==> src/rtl/fexp_pkg.sv <==
`timescale 1ns / 1ps
`default_nettype none

package fexp_pkg;

   // Single-precision bit patterns of the constants used by the datapath.
   localparam logic [31:0] LOG2E_BITS    = 32'h3FB8AA3B;
   localparam logic [31:0] LN2_BITS      = 32'h3F317218;
   localparam logic [31:0] CLAMP_HI_BITS = 32'h42B0C0A5;
   localparam logic [31:0] CLAMP_LO_BITS = 32'hC2B0C0A5;
   localparam logic [31:0] ONE_BITS      = 32'h3F800000;
   localparam logic [31:0] ZERO_BITS     = 32'h00000000;
   localparam logic [31:0] INF_BITS      = 32'h7F800000;
   localparam logic [31:0] C0_BITS       = 32'h39506967;
   localparam logic [31:0] C1_BITS       = 32'h3AB743CE;
   localparam logic [31:0] C2_BITS       = 32'h3C088908;
   localparam logic [31:0] C3_BITS       = 32'h3D2AA9C1;
   localparam logic [31:0] C4_BITS       = 32'h3E2AAAAA;
   localparam logic [31:0] C5_BITS       = 32'h3F000000;

   localparam int EXP_BIAS  = 127;
   localparam int MANT_BITS = 23;
   localparam int NUM_OPS   = 19;

   typedef enum logic [2:0] {
      OP_MUL   = 3'd0,
      OP_ADD   = 3'd1,
      OP_SUB   = 3'd2,
      OP_RND   = 3'd3,
      OP_SCALE = 3'd4
   } op_kind_type;

   typedef enum logic [2:0] {
      SRC_X     = 3'd0,
      SRC_R     = 3'd1,
      SRC_R2    = 3'd2,
      SRC_ACC   = 3'd3,
      SRC_CONST = 3'd4
   } src_type;

   typedef enum logic [1:0] {
      DST_ACC = 2'd0,
      DST_R   = 2'd1,
      DST_R2  = 2'd2
   } dst_type;

   typedef struct packed {
      op_kind_type kind;
      src_type     src_a;
      src_type     src_b;
      dst_type     dst;
      logic [31:0] konst;
   } op_desc_type;

   // Working set that travels down the pipeline with each item.
   typedef struct packed {
      logic [31:0]        x;
      logic signed [8:0]  n;
      logic [31:0]        r;
      logic [31:0]        r2;
      logic [31:0]        acc;
   } rec_type;

   // One step per entry; every step is two register stages.
   localparam op_desc_type OP_TABLE [NUM_OPS] = '{
      '{OP_MUL,   SRC_X,   SRC_CONST, DST_ACC, LOG2E_BITS},
      '{OP_RND,   SRC_ACC, SRC_CONST, DST_ACC, ZERO_BITS},
      '{OP_MUL,   SRC_ACC, SRC_CONST, DST_ACC, LN2_BITS},
      '{OP_SUB,   SRC_X,   SRC_ACC,   DST_R,   ZERO_BITS},
      '{OP_MUL,   SRC_R,   SRC_R,     DST_R2,  ZERO_BITS},
      '{OP_MUL,   SRC_R,   SRC_CONST, DST_ACC, C0_BITS},
      '{OP_ADD,   SRC_ACC, SRC_CONST, DST_ACC, C1_BITS},
      '{OP_MUL,   SRC_ACC, SRC_R,     DST_ACC, ZERO_BITS},
      '{OP_ADD,   SRC_ACC, SRC_CONST, DST_ACC, C2_BITS},
      '{OP_MUL,   SRC_ACC, SRC_R,     DST_ACC, ZERO_BITS},
      '{OP_ADD,   SRC_ACC, SRC_CONST, DST_ACC, C3_BITS},
      '{OP_MUL,   SRC_ACC, SRC_R,     DST_ACC, ZERO_BITS},
      '{OP_ADD,   SRC_ACC, SRC_CONST, DST_ACC, C4_BITS},
      '{OP_MUL,   SRC_ACC, SRC_R,     DST_ACC, ZERO_BITS},
      '{OP_ADD,   SRC_ACC, SRC_CONST, DST_ACC, C5_BITS},
      '{OP_MUL,   SRC_ACC, SRC_R2,    DST_ACC, ZERO_BITS},
      '{OP_ADD,   SRC_ACC, SRC_R,     DST_ACC, ZERO_BITS},
      '{OP_ADD,   SRC_ACC, SRC_CONST, DST_ACC, ONE_BITS},
      '{OP_SCALE, SRC_ACC, SRC_CONST, DST_ACC, ZERO_BITS}
   };

endpackage

`default_nettype wire

==> src/rtl/fexp_op.sv <==
`timescale 1ns / 1ps
`default_nettype none

module fexp_op (
   input  wire logic                 clock,
   input  wire logic                 reset,
   input  wire logic                 enable,
   input  wire fexp_pkg::op_desc_type op_desc,
   input  wire logic                 in_valid,
   input  wire fexp_pkg::rec_type    in_rec,
   output logic                      out_valid,
   output fexp_pkg::rec_type         out_rec
);
   import fexp_pkg::*;

   typedef enum logic [1:0] {
      SPEC_NONE = 2'd0,
      SPEC_INF  = 2'd1,
      SPEC_ZERO = 2'd2
   } spec_type;

   // Unrounded result: value = (sig / 2^48) * 2^(exp - bias).
   typedef struct packed {
      logic              sign;
      logic signed [10:0] exp;
      logic [49:0]       sig;
      spec_type          spec;
   } raw_type;

   function automatic logic [31:0] pick(input rec_type rec, input src_type src,
                                        input logic [31:0] konst);
      logic [31:0] v;
      v = konst;
      unique case (src)
         SRC_X:     v = rec.x;
         SRC_R:     v = rec.r;
         SRC_R2:    v = rec.r2;
         SRC_ACC:   v = rec.acc;
         SRC_CONST: v = konst;
         default:   v = konst;
      endcase
      return v;
   endfunction

   function automatic raw_type mul_raw(input logic [31:0] a, input logic [31:0] b);
      logic [7:0]  ea;
      logic [7:0]  eb;
      logic [23:0] ma;
      logic [23:0] mb;
      logic [47:0] prod;
      raw_type     rw;
      ea = (a[30:23] == 8'd0) ? 8'd1 : a[30:23];
      eb = (b[30:23] == 8'd0) ? 8'd1 : b[30:23];
      ma = {(a[30:23] != 8'd0), a[22:0]};
      mb = {(b[30:23] != 8'd0), b[22:0]};
      prod = ma * mb;
      rw.sign = a[31] ^ b[31];
      rw.exp = $signed({3'b000, ea}) + $signed({3'b000, eb}) - 11'sd127;
      rw.sig = {prod, 2'b00};
      rw.spec = SPEC_NONE;
      return rw;
   endfunction

   function automatic raw_type add_raw(input logic [31:0] a, input logic [31:0] b);
      logic [31:0] hi;
      logic [31:0] lo;
      logic [7:0]  e_hi;
      logic [7:0]  e_lo;
      logic [7:0]  d;
      logic [49:0] s_hi;
      logic [49:0] s_lo;
      logic [49:0] s_sh;
      logic        lost;
      raw_type     rw;
      if (a[30:0] >= b[30:0]) begin
         hi = a;
         lo = b;
      end else begin
         hi = b;
         lo = a;
      end
      e_hi = (hi[30:23] == 8'd0) ? 8'd1 : hi[30:23];
      e_lo = (lo[30:23] == 8'd0) ? 8'd1 : lo[30:23];
      d = e_hi - e_lo;
      s_hi = {1'b0, (hi[30:23] != 8'd0), hi[22:0], 25'd0};
      s_lo = {1'b0, (lo[30:23] != 8'd0), lo[22:0], 25'd0};
      s_sh = s_lo >> d;
      lost = ((s_sh << d) != s_lo);
      s_sh[0] = s_sh[0] | lost;
      if (hi[31] == lo[31]) begin
         rw.sig = s_hi + s_sh;
      end else begin
         rw.sig = s_hi - s_sh;
      end
      // An exact cancellation gives +0 under round to nearest.
      rw.sign = ((rw.sig == 50'd0) && (hi[31] != lo[31])) ? 1'b0 : hi[31];
      rw.exp = $signed({3'b000, e_hi});
      rw.spec = SPEC_NONE;
      return rw;
   endfunction

   // Magnitude of the nearest integer, ties to even; |a| stays below 256.
   function automatic logic [7:0] rnd_mag(input logic [31:0] a);
      logic [23:0] m;
      logic [4:0]  s;
      logic [23:0] ip;
      logic        half;
      logic        rest;
      logic        up;
      logic [7:0]  mag;
      m = {1'b1, a[22:0]};
      mag = 8'd0;
      s = 5'd0;
      ip = 24'd0;
      half = 1'b0;
      rest = 1'b0;
      up = 1'b0;
      if (a[30:23] >= 8'd126) begin
         s = 5'(8'd150 - a[30:23]);
         ip = m >> s;
         half = m[s - 5'd1];
         rest = |(m & ((24'd1 << (s - 5'd1)) - 24'd1));
         up = half & (rest | ip[0]);
         mag = 8'(ip + {23'd0, up});
      end
      return mag;
   endfunction

   function automatic logic [31:0] norm_round(input raw_type raw);
      logic [5:0]         lead;
      logic signed [11:0] e_full;
      logic signed [11:0] e_norm;
      logic signed [11:0] lsh;
      logic [11:0]        neg_lsh;
      logic [5:0]         rsh;
      logic [49:0]        t;
      logic               sticky;
      logic               inc;
      logic [7:0]         efield;
      logic [30:0]        mag;
      logic [31:0]        res;
      lead = 6'd0;
      for (int i = 0; i < 50; i++) begin
         if (raw.sig[i]) lead = 6'(i);
      end
      e_full = $signed({raw.exp[10], raw.exp});
      e_norm = e_full + $signed({6'd0, lead}) - 12'sd48;
      if (e_norm >= 12'sd1) begin
         lsh = 12'sd48 - $signed({6'd0, lead});
         efield = e_norm[7:0];
      end else begin
         // Below the normal range: hold the exponent at its minimum.
         lsh = e_full - 12'sd1;
         efield = 8'd0;
      end
      neg_lsh = 12'(-lsh);
      rsh = (neg_lsh > 12'd63) ? 6'd63 : neg_lsh[5:0];
      if (!lsh[11]) begin
         t = raw.sig << lsh[5:0];
         sticky = 1'b0;
      end else begin
         t = raw.sig >> rsh;
         sticky = ((t << rsh) != raw.sig);
      end
      sticky = sticky | (|t[23:0]);
      inc = t[24] & (sticky | t[25]);
      mag = {efield, t[47:25]} + {30'd0, inc};
      if (raw.spec == SPEC_INF) begin
         res = INF_BITS;
      end else if (raw.spec == SPEC_ZERO) begin
         res = ZERO_BITS;
      end else if (raw.sig == 50'd0) begin
         res = {raw.sign, 31'd0};
      end else if (e_norm >= 12'sd255) begin
         res = {raw.sign, INF_BITS[30:0]};
      end else begin
         res = {raw.sign, mag};
      end
      return res;
   endfunction

   logic        a_valid_ff;
   rec_type     a_rec_ff;
   rec_type     a_rec_in;
   raw_type     a_raw_ff;
   raw_type     a_raw_in;
   logic        b_valid_ff;
   rec_type     b_rec_ff;
   rec_type     b_rec_in;

   logic [31:0]        opa;
   logic [31:0]        opb;
   logic [7:0]         n_mag;
   logic signed [9:0]  biased;
   logic [31:0]        result;

   // First stage: product, aligned sum or integer conversion, unrounded.
   always_comb begin
      opa = pick(in_rec, op_desc.src_a, op_desc.konst);
      opb = pick(in_rec, op_desc.src_b, op_desc.konst);
      n_mag = rnd_mag(opa);
      biased = $signed({in_rec.n[8], in_rec.n}) + 10'sd127;
      a_rec_in = in_rec;
      a_raw_in = mul_raw(opa, opb);
      unique case (op_desc.kind)
         OP_MUL: a_raw_in = mul_raw(opa, opb);
         OP_ADD: a_raw_in = add_raw(opa, opb);
         OP_SUB: a_raw_in = add_raw(opa, {~opb[31], opb[30:0]});
         OP_RND: begin
            a_rec_in.n = opa[31] ? -$signed({1'b0, n_mag}) : $signed({1'b0, n_mag});
            a_raw_in.sign = opa[31] & (n_mag != 8'd0);
            a_raw_in.exp = 11'sd175;
            a_raw_in.sig = {42'd0, n_mag};
            a_raw_in.spec = SPEC_NONE;
         end
         OP_SCALE: begin
            a_raw_in = mul_raw(opa, {1'b0, biased[7:0], 23'd0});
            if (biased >= 10'sd255) begin
               a_raw_in.spec = SPEC_INF;
            end else if (biased <= 10'sd0) begin
               a_raw_in.spec = SPEC_ZERO;
            end
         end
         default: a_raw_in = mul_raw(opa, opb);
      endcase
   end

   // Second stage: normalize, round to nearest even and write back.
   always_comb begin
      result = norm_round(a_raw_ff);
      b_rec_in = a_rec_ff;
      unique case (op_desc.dst)
         DST_ACC: b_rec_in.acc = result;
         DST_R:   b_rec_in.r = result;
         DST_R2:  b_rec_in.r2 = result;
         default: b_rec_in.acc = result;
      endcase
   end

   always_ff @(posedge clock) begin
      if (reset) begin
         a_valid_ff <= 1'b0;
         b_valid_ff <= 1'b0;
      end else if (enable) begin
         a_valid_ff <= in_valid;
         b_valid_ff <= a_valid_ff;
      end
   end

   always_ff @(posedge clock) begin
      if (enable) begin
         a_rec_ff <= a_rec_in;
         a_raw_ff <= a_raw_in;
         b_rec_ff <= b_rec_in;
      end
   end

   assign out_valid = b_valid_ff;
   assign out_rec = b_rec_ff;

endmodule

`default_nettype wire

==> config.mk <==
export PLATFORM = sky130hd
export DESIGN_NAME = fexp_op
export DESIGN_NICKNAME = d
export VERILOG_FILES = /design/src/rtl/fexp_pkg.sv /design/src/rtl/fexp_op.sv
export SDC_FILE = /design/constraint.sdc
export NUM_CORES = 2
export LEC_CHECK = 0
export BUFFER_PORTS_ARGS = -buffer_cell sky130_fd_sc_hd__buf_2
export CORE_ASPECT_RATIO = 1.25
export CORE_MARGIN = 2
export CORE_UTILIZATION = 40
export DETAILED_ROUTE_END_ITERATION = 16
export MAX_ROUTING_LAYER = met4
export PLACE_DENSITY = 0.66
export SYNTH_ARGS = -nofsm -noshare
export SYNTH_HDL_FRONTEND = slang
export SYNTH_SLANG_ARGS = --single-unit
==> constraint.sdc <==
create_clock -name clock -period 18.4 [get_ports clock]
set_clock_uncertainty 0.05 [all_clocks]
set_input_delay 0.92 -clock clock [delete_from_list [all_inputs] [get_ports clock]]
set_output_delay 0.92 -clock clock [all_outputs]
set_load 0.01 [all_outputs]
* After elaboration in Yosys (flattened, before gate mapping) *
Cells that the tools add are included.

storage, ports and cells
  register bits = 340
  word-level logic and storage cells = 206
  output and inout port bits = 138
  bits of input ports = 184

operators by class
  magnitude comparators = 8
  equal/unequal tests = 21
  $mul = 2
  mux-type cells = 92
  reduce and logical (&&, ||, !) cells = 25
  bitwise logic cells = 11
  $add $sub $neg = 22
  shifts and indexed selects = 9

operators with widths
  operator            count
  $mux W32            13
  $mux W6             49
  $pmux W32 S4        2
  $pmux W64 S4        1
  $mux W50            4
  $logic_not A50 Y1   3
  $add A49 B50 Y50    2
  $ne A50 B49 Y1      2
  $shl A50 B8 Y50     2
  $shr A49 B8 Y50     2
  $sub A49 B50 Y50    2
  $mux W8             9
  $reduce_bool A8 Y1  8
  $mux W31            2
  $logic_not A8 Y1    7
  $ne A50 B50 Y1      1
  $shl A50 B6 Y48     1
  $shl A50 B6 Y50     1
  $shr A50 B6 Y50     1
  $mul A24 B24 Y48    1
  $mux W48            1
  $reduce_or A24 Y1   2
  $add A31 B1 Y31     1
  $ge A31 B31 Y1      1
  other kinds (44)    72

* Longest topological paths before layout *
  depth in word-level cells = 69
  depth in mapped cells = 67
  mapped depth without buffers = 54

* Least setup slack after synthesis *
Ideal clock, no wire load.

  kind = input to register
  start = input op_desc[37] (netlist name)
  end = register a_raw_ff[63] (netlist name), data pin
  setup slack = 3.660 ns
  stages on the path = 60
  buffers on the path = 11
  data required time = 18.086 ns
  data arrival time = 14.427 ns
  setup time = 0.264 ns
  cells stage by stage = buf_4 buf_6 buf_6 buf_4 mux2i_1 a221oi_1 buf_2 buf_2 buf_2 ha_1 nand4_2 nor3_1 a2111oi_4 a21oi_1 nor3_1 clkbuf_1 clkbuf_1 o21ai_0 (+24 left out) inv_1 ha_1 o211a_1 and3_1 nand2_1 nor4_1 a31oi_1 o21ai_0 a32o_1 nand3_1 nor4_1 nand4_1 or4bb_1 or4_1 a2111oi_2 nand4_1 o31ai_1 o21ai_1

RTL lines
  item                  line            RTL
  start, declared       fexp_op.sv:8    input wire fexp_pkg::op_desc_type op_desc,
  end signal, assigned  fexp_op.sv:253  a_raw_ff <= a_raw_in;
  end, declared         fexp_op.sv:185  raw_type a_raw_ff;

==> results.tsv <==
stage	metric	value	unit
run_status	status	finished with violations	
run_status	violations	max-capacitance violations, max-slew violations	
synthesis	ys_ff_latch	339	
timing	fmax	56.08	MHz
timing	hold_slack	0.3676	ns
clocking	cts_tree	yes	
synthesis	synth_area_per_cell	7.915	sq um
synthesis	ys.flop_type	edfxtp_1	
floorplanning	die-area	163700	sq um
worst_hold_path	min_from	a_rec_ff[127]	
layout	final_common_cell	nand2_1	
worst_setup_path	rrSetupSlack	2.91	ns
grt	grt_use_met1	56.35	%
layout	final_cell_area	71600	sq um
detailed_routing	avgRoutedWirePerCell	40.02	um
floorplanning	num_rows	164	
synthesis	async_flop_share	0	%
detailed_routing	drtPass1Iterations	7	
synthesis	syn_inst	8110	
grt	busiest_layer	met2	
grt	use_met2	76.58	%
worst_setup_path	r2r.worst_path.cells	45	
synthesis	seq_area_frac_synth	15.83	%
clocking	ctsResizeCount	0	
floorplanning	start_util	40.21	%
detailed_routing	drt_wl_total	421500	um
synthesis	synth_edf_count	337	
clocking	insertion_delay	0.65	ns
worst_setup_path	crit_required	18.74	ns
synthesis	yosys_warnings	0	
timing	drv_slew	3	
timing	max_slew_margin	-0.6247	%
synthesis	synthesis.area	64190	sq um
clocking	htreeDepth	2	
grt	grt_pass1_vias	73570	
placed_design	dp_hpwl	327200	um
worst_setup_path	cp_max_fo	25	
timing	max_slew.worst_pin.slew	1.509	ns
job	maxCapViolations	3	
floorplanning	core-area	159600	sq um
clocking	cts_inserted_buffers	35	
floorplanning	ios	322	
synthesis	synth_nets	9132	
layout	final_cell_mix	nand2_1 (995), nor2_1 (753), inv_1 (742), fa_1 (486), a21oi_1 (479)	
worst_setup_path	end_kind	register	
synthesis	synth_area_leaders	edfxtp_1 (16%), fa_1 (15%), ha_1 (6.8%), nand2_1 (5.8%), nor2_1 (4.4%)	
clocking	ctsHoldBuffers	0	
synthesis	synth_top_area_share	15.76	%
timing	setup_tns	0	ns
worst_hold_path	hold_depth	0	
worst_setup_path	start_kind	input pin	
floorplanning	dieHeight	451.9	um
synthesis	yosys.cell_types.count	114	
placed_design	place.gp.congestion	1.172	
placed_design	place_area	70200	sq um
clocking	ctsLongestPathBuffers	3	
detailed_routing	vias	75150	
placed_design	numPortBuffers	321	
timing	layout_worst_path_cycle_share	96.91	%
grt	grt_overflow	0	
clocking	cts_sinks	339	
worst_setup_path	cp.arrival	18.17	ns
timing	min_period	17.83	ns
clocking	post_cts.repair.setup_buffers	0	
layout	syn2layout_area_growth	11.53	%
grt	grt_pass1_wl	587900	um
worst_setup_path	timing.rr.start	a_raw_ff[33]	
timing	rsz0062_at_grt	no	
grt	grt_max_degree	117	
detailed_routing	drc	0	
layout	fin_util	44.85	%
layout	drive_gt1_share	14.75	%
clocking	root_buffer	clkbuf_16	
worst_hold_path	worstHoldPathType	reg -> reg	
timing	setup_viol	0	
worst_setup_path	cpMaxStageDelayCell	a221oi_1	
grt	grt_usage	52.19	%
grt	grt_antenna_before_repair	51	
floorplanning	die_width	362.3	um
worst_setup_path	path_class	in -> reg	
clocking	clk_pin_slew	0.07	ns
grt	grtUsageMet3	17.60	%
detailed_routing	drt-initial-drc-count	11410	
timing	final-hold-violation-count	0	
worst_setup_path	crit_start	op_desc[34]	
layout	nNetsFinal	9403	
synthesis	yosysTopAreaCell	edfxtp_1	
detailed_routing	final_antenna_net_count	0	
worst_setup_path	max_stage_delay	1.15	ns
detailed_routing	vias_per_cell	7.135	
-- cell families after synthesis --
kind of cell,share of synthesized area (%)
xor+xnor,2.746
mux,8.724
buf+inv,7.962
flops,15.83
simple gates,19.30
compound gates,23.41
fa+ha+maj,22.03
-- critical path: cells and delay by family --
kind,cells,cell delay (ns)
AOI/OAI and AO/OA,24,7.93
and+or+nand+nor,13,4.13
adders and majority gates,4,1.94
muxes,3,1.50
buffers and inverters,5,1.33
xor gates and xnor gates,1,0.30
-- layout make-up --
class | count | area [sq um]
fill | 16090 | 88040
multi-input combinational | 6443 | 49440
sequential | 339 | 10160
timing repair buffer | 800 | 5296
inverter | 762 | 2860
tap | 2075 | 2596
clock buffer | 40 | 894.6
clock inverter | 23 | 229.0
antenna | 50 | 125.1
-- stage by stage --
step,setup slack (ns),std cells
after global routing,0.1200,10520
after global placement,0.3371,10410
final,0.5692,10530
after detailed placement,0.5992,10410
after CTS,1.155,10470
after floorplan,3.660,8110
-- synthesized netlist by cell type (24+ instances only) --
master / number
a2111oi_0: 26
clkbuf_1: 443
and3_1: 49
o211ai_1: 181
fa_1: 487
nor2b_1: 43
xnor2_1: 146
o221ai_1: 55
o21ai_0: 448
o2111ai_1: 48
inv_1: 742
nand2b_1: 38
buf_2: 28
a22oi_1: 77
buf_1: 76
nor3_1: 216
nand3_1: 243
a21o_1: 44
mux2i_1: 242
nor4_1: 115
a31oi_1: 94
edfxtp_1: 337
a21boi_0: 29
a211oi_1: 126
a21oi_1: 482
o21bai_1: 41
mux4_2: 89
o32ai_1: 31
nand4_1: 74
nor2_1: 758
or2_2: 24
o22ai_1: 120
o21a_1: 28
a221oi_1: 50
o31ai_1: 72
or3_1: 31
and2_1: 53
mux2_2: 101
ha_1: 351
xor2_1: 49
nand2_1: 998
-- routing by layer --
metal	vias to the layer above	wire length, um
li1	29970	-
met1	36490	140300
met2	6311	180900
met3	2372	51200
met4	0	49090
met5	-	0
-- worst paths after layout --
check	to
worst min-delay path	out_rec[127]
worst max register to register	out_rec[0]
worst min register to register	out_rec[127]
worst max-delay path	a_raw_ff[63]
-- flip-flops by register name, summed over array words and instances (netlist names) --
register / cells
a_rec_ff: 137
out_rec: 137
a_raw_ff: 63
a_valid_ff: 1
out_valid: 1
Power is left out: the tool's default activity adds up to more than one toggle a clock period on the data nets, which glitch-free logic cannot reach.
